### src/rtl/prtn_pkg.sv
// Shared types, constants and helpers for the progress-rate time normalizer.
// Depends on nothing; used by prtn_arith and progress_rate_time_normalizer.
package prtn_pkg;

  localparam logic [63:0] U64_MAX = 64'hFFFF_FFFF_FFFF_FFFF;
  localparam logic [31:0] U32_MAX = 32'hFFFF_FFFF;

  // Last step index of each operation in the shared unit.
  localparam logic [6:0] MUL_LAST = 7'd63;
  localparam logic [6:0] DIV_LAST = 7'd127;

  typedef struct packed {
    logic go;
    logic is_div;
  } arith_cmd_t;

  // Saturate a 128-bit value to 64 bits.
  function automatic logic [63:0] sat64(input logic [127:0] v);
    return (v[127:64] != 64'd0) ? U64_MAX : v[63:0];
  endfunction

  function automatic logic [31:0] inc_sat32(input logic [31:0] v);
    return (v == U32_MAX) ? v : v + 32'd1;
  endfunction

endpackage

### src/rtl/prtn_arith.sv
// Shared iterative arithmetic unit: 64x64 shift-add multiply (64 steps)
// and 128/64 restoring divide (128 steps). Depends on prtn_pkg.
module prtn_arith import prtn_pkg::*; (
  input  logic         clk,
  input  logic         rst,
  input  arith_cmd_t   cmd,
  input  logic [127:0] opa,
  input  logic [63:0]  opb,
  output logic [127:0] res,
  output logic         done
);

  logic         run;
  logic         is_div;
  logic [6:0]   cnt;
  logic [127:0] acc;
  logic [63:0]  rem;
  logic [63:0]  dvs;
  logic [63:0]  mcand;
  logic [64:0]  rr;
  logic         qb;
  logic [64:0]  psum;
  logic         last;

  always_comb begin
    rr   = {rem, acc[127]};
    qb   = (rr >= {1'b0, dvs});
    psum = {1'b0, acc[127:64]} + (acc[0] ? {1'b0, mcand} : 65'd0);
    last = is_div ? (cnt == DIV_LAST) : (cnt == MUL_LAST);
  end

  always_ff @(posedge clk) begin
    if (rst) begin
      run  <= 1'b0;
      done <= 1'b0;
      cnt  <= 7'd0;
    end else begin
      done <= run && last;
      if (cmd.go) begin
        run <= 1'b1;
        cnt <= 7'd0;
      end else if (run) begin
        run <= !last;
        cnt <= cnt + 7'd1;
      end
    end
  end

  always_ff @(posedge clk) begin
    if (cmd.go) begin
      is_div <= cmd.is_div;
      rem    <= 64'd0;
      dvs    <= opb;
      mcand  <= opa[63:0];
      acc    <= cmd.is_div ? opa : {64'd0, opb};
    end else if (run) begin
      if (is_div) begin
        rem <= qb ? 64'(rr - {1'b0, dvs}) : rr[63:0];
        acc <= {acc[126:0], qb};
      end else begin
        acc <= {psum[63:0], acc[63:1]} | {psum[64], 127'd0};
      end
    end
  end

  assign res = acc;

endmodule

### config.mk
export PLATFORM = sky130hd
export DESIGN_NAME = prtn_arith
export DESIGN_NICKNAME = d
export VERILOG_FILES = /design/src/rtl/prtn_pkg.sv /design/src/rtl/prtn_arith.sv
export SDC_FILE = /design/constraint.sdc
export NUM_CORES = 1
export LEC_CHECK = 0
export BUFFER_PORTS_ARGS = -buffer_cell sky130_fd_sc_hd__buf_2
export CAP_MARGIN = 5
export CORE_ASPECT_RATIO = 0.7
export CORE_MARGIN = 4
export CORE_UTILIZATION = 50
export DETAILED_ROUTE_END_ITERATION = 12
export PLACE_DENSITY = 0.81
export SYNTH_ARGS = -nofsm -noshare
export SYNTH_HDL_FRONTEND = slang
export SYNTH_SLANG_ARGS = --single-unit
### constraint.sdc
create_clock -name clk -period 7.8 [get_ports clk]
set_input_delay 1.56 -clock clk [delete_from_list [all_inputs] [get_ports clk]]
set_output_delay 1.56 -clock clk [all_outputs]
set_load 0.05 [all_outputs]
==> impl_results.md <==
- Gr ovfl total: 0
- Core region area: ~44000 um2
- Fraction of layout cells with a size suffix above 1: between 10% and 20%
- Final Hold Fails: 0
- Routability cong.: approximately 0.97
- Longest Clk Path Bufs: 3
- Crit path launch type: register
- Post-route ant nets: 0
- P_leak: between 10 and 15 nW
- Worst r2r dst: res[119]$_DFFE_PP_
- Synth Net Count: between 2000 and 3000
- Hold_sp: rem[15]$_SDFFE_PP0P_
- Die area: approximately 48000 um2
- Fill count: slightly below 4000
- Vias per cell: just over 6
- Unrepaired setup endpoints after global routing: no
- Residual DRC: 0
- Sequential share of the synthesized area: between 40% and 50%
- Max-slew violations: 0
- Largest net degree at the start of global routing: approximately 120
- Synth Instances: approximately 2400
- DR iter-0 viols: approximately 2500
- Global-route usage over all layers: between 20 and 30%
- Io pins: ~330
- Clock tree sinks: 330
- Final worst-path cycle share: 58.94%
- Worst rel slew slack: between 20% and 30%
- Min Clock Period, post-route: approximately 4600 ps
- R2R setup slack: approximately 3200 ps
- CP Max Fanout: 66
- Initial DRT Pass Iterations: 5
- Reg-to-reg startpoint: res[0]$_DFFE_PP_
- Yosys cell types: 85
- Post-CTS Setup Bufs: 0
- Num CTS Buffers: 35
- Synthesized cell area: 22020 um2
- Die W: approximately 260 um
- CTS root buf: clkbuf_16
- Setup TNS: 0 ps
- Number of global-route vias before repair: around 18000
- Main synth FF type: edfxtp_1
- Routed wire length: about 69 mm
- Worst-margin pin slew: between 1000 and 1500 ps
- Async S/R FF share, synth: 0%
- Crit path capture: res[119]$_DFFE_PP_
- Max-Cap Viols: 0
- CP startpoint: res[0]$_DFFE_PP_
- #FFs+latches synth: 330
- Synth warn: 0
- Via count: 19660
- Pwr dens: 232.9 nW/um2
- Initial antenna violation count: 3
- Crit Path Category: register to register
- Nets@finish: between 2000 and 3000
- Clock Skew: approximately 24 ps
- Crit path arrival time: around 4900 ps
- Hold Buf Count CTS: 0
- Tightest Hold Check Type: register to register
- CTS tree: done
- H-tree levels: 2
- Port Buf Inserts: around 320
- Starting density of the core: between 50% and 60%
- Final Setup Violations: 0
- Clock Latency Late Sink: 550 ps
- CP Capture Type: register
- Area Growth Syn to Fin: 13.86%
- Avg Cell Area, Syn: between 9 and 10 um2
- Status: completed
- First-pass GRT wire length: 105.7 mm
- Avg WL per Cell: between 20 and 25 um
- Die Y: roughly 180 um
- Number of flops mapped to enable cells by yosys: about 260
- CTS resizes: 0
- Data required time of the worst path: 8060 ps
- VDD IR max: ~160 uV
- Site row count: 64
- Clock slew at reported path FFs: 60 ps
- Peak Freq: 0.2175 GHz
- DPL Wire Length: around 52 mm
- R2R depth: 15
- Tot Pwr: ~5.8 mW
==> cell families (layout without fill, tap and decap cells) <==
kind of cell	count (synthesis)	count (layout)	share of synthesized area, %
buf+inv	260	509	4.603
other cells	0	2	0
flops	330	330	41.69
mux	117	117	5.331
fa+ha+maj	131	131	7.513
compound gates	829	829	22.95
xor+xnor	121	121	4.814
simple gates	562	562	13.09
==> worst max-delay path: stages, from the launching register on <==
cell       delay, ps
edfxtp_1         320
buf_4            500
and2_1           240
ha_1             180
fa_1             210
a21o_1           160
a21oi_1          130
o211ai_1         350
a31oi_2          330
a2111oi_4        480
o21ai_2          170
o21ai_1          330
nor3b_2          470
a21oi_1          160
xor2_1           200
o21ai_1           80
==> worst min path at each step <==
stage	endpoint	slack [ps]	cells past startpoint
after detailed placement	rem[15]$_SDFFE_PP0P_	470	2
final	rem[15]$_SDFFE_PP0P_	480	2
after global placement	rem[15]$_SDFFE_PP0P_	450	2
after CTS	rem[15]$_SDFFE_PP0P_	480	2
after global routing	cnt[6]$_SDFFE_PP0P_	540	2
after floorplan	rem[15]$_SDFFE_PP0P_	440	2
==> final cells by class <==
cell class / instances / area, um2 / share of cell area (%)
clock inverters: 14 / 165.2 / 0.6589
multi-input cells: 1760 / 11850 / 47.25
well taps: 594 / 743.2 / 2.965
flip-flops and latches: 330 / 9179 / 36.62
inverters: 109 / 409.1 / 1.632
repair buffers: 339 / 1759 / 7.018
clock buffers: 47 / 960.9 / 3.833
diodes: 2 / 5.005 / 0.01997
==> power breakdown <==
group,leakage (nW),internal [mW],switching [mW],total [mW]
Clock,0.538,0.971,0.735,1.71
Combinational,6.79,0.615,1.26,1.88
Sequential,3.17,2.11,0.147,2.26
Total,10.5,3.69,2.14,5.84
==> routing by layer <==
layer  vias to the layer above  track usage (%)  routed length [um]
met5                         -                0                  12
met4                         2            9.601                2652
met3                       147            5.025                7072
met2                      1112            40.29               28990
met1                      9262            42.31               30720
li1                       9139                -                   -
==> sequential cells by signal (all words and copies together) (netlist names) <==
register,count
is_div,1
mcand,64
done,1
rem,64
cnt,7
res,128
run,1
dvs,64
==> placed cells by master (no fill, tap or decap), types with 6 or more instances in the layout <==
| master | Yosys | layout |
|---|---|---|
| ha_1 | 129 | 129 |
| a22oi_1 | 31 | 31 |
| or2_2 | 8 | 7 |
| o21a_1 | 14 | 14 |
| nor2b_1 | 76 | 75 |
| o21ai_1 | 38 | 38 |
| clkbuf_1 | 127 | 8 |
| a22o_1 | 6 | 6 |
| buf_4 | 6 | 15 |
| o211ai_1 | 7 | 7 |
| o21bai_1 | 23 | 23 |
| a21o_1 | 66 | 66 |
| a31oi_1 | 23 | 23 |
| nand4_1 | 39 | 39 |
| nor2_1 | 88 | 88 |
| o21ai_2 | 6 | 6 |
| nand2b_1 | 12 | 12 |
| nand3_1 | 30 | 30 |
| edfxtp_1 | 257 | 257 |
| and3_1 | 15 | 15 |
| or3_1 | 6 | 6 |
| o21ai_0 | 170 | 170 |
| and2_1 | 73 | 72 |
| buf_2 | 6 | 322 |
| xnor2_1 | 69 | 69 |
| a211oi_1 | 73 | 73 |
| xor2_1 | 52 | 52 |
| nand2_1 | 160 | 160 |
| clkbuf_16 | 0 | 35 |
| o31ai_1 | 8 | 7 |
| nor3_1 | 25 | 25 |
| inv_1 | 109 | 109 |
| a21oi_1 | 313 | 313 |
| mux2i_1 | 115 | 115 |
| dfxtp_1 | 73 | 73 |
==> synth_stat cells (all sizes together), types with 4 or more instances <==
library cell | number | area (um2)
o221ai | 5 | 43.79
a31oi | 24 | 156.4
ha | 129 | 1614
and4 | 4 | 35.03
clkbuf | 127 | 476.7
nand3 | 30 | 150.1
buf | 24 | 127.6
edfxtp | 257 | 7717
a211oi | 75 | 580.6
a21boi | 4 | 30.03
and3 | 15 | 93.84
inv | 109 | 409.1
nor2b | 76 | 475.5
xor2 | 52 | 455.4
a22o | 6 | 52.55
or2 | 10 | 62.56
o21a | 14 | 105.1
nor3 | 26 | 135.1
nor3b | 4 | 35.03
and2 | 74 | 463.0
a21oi | 315 | 1584
nor2 | 89 | 336.6
o21bai | 23 | 172.7
or3 | 7 | 48.80
a21o | 66 | 495.5
o211ai | 7 | 52.55
xnor2 | 69 | 604.3
o31ai | 9 | 81.33
nand4 | 39 | 244.0
a22oi | 31 | 232.7
a2111oi | 6 | 78.83
nand2b | 12 | 75.07
o21ai | 214 | 1094
dfxtp | 73 | 1461
nor4 | 6 | 43.79
mux2i | 115 | 1151
nand2 | 161 | 606.8
==> stage by stage <==
stage / util, % / hold slack [ps] / area, um2 / setup WS, ps / std cells
3_3_place_gp: 54.95 / 453.6 / 23940 / 3496 / 3132
3_5_place_dp: 54.95 / 468.7 / 23940 / 3385 / 3132
4_1_cts: 57.53 / 476.9 / 25060 / 3339 / 3193
5_1_grt: 57.54 / 535.5 / 25060 / 3070 / 3194
6_report: 57.54 / 483.0 / 25070 / 3203 / 3195
2_1_floorplan: - / 439.1 / 22020 / 3382 / 2350
No activity file was read; power rests on OpenSTA's default activity.
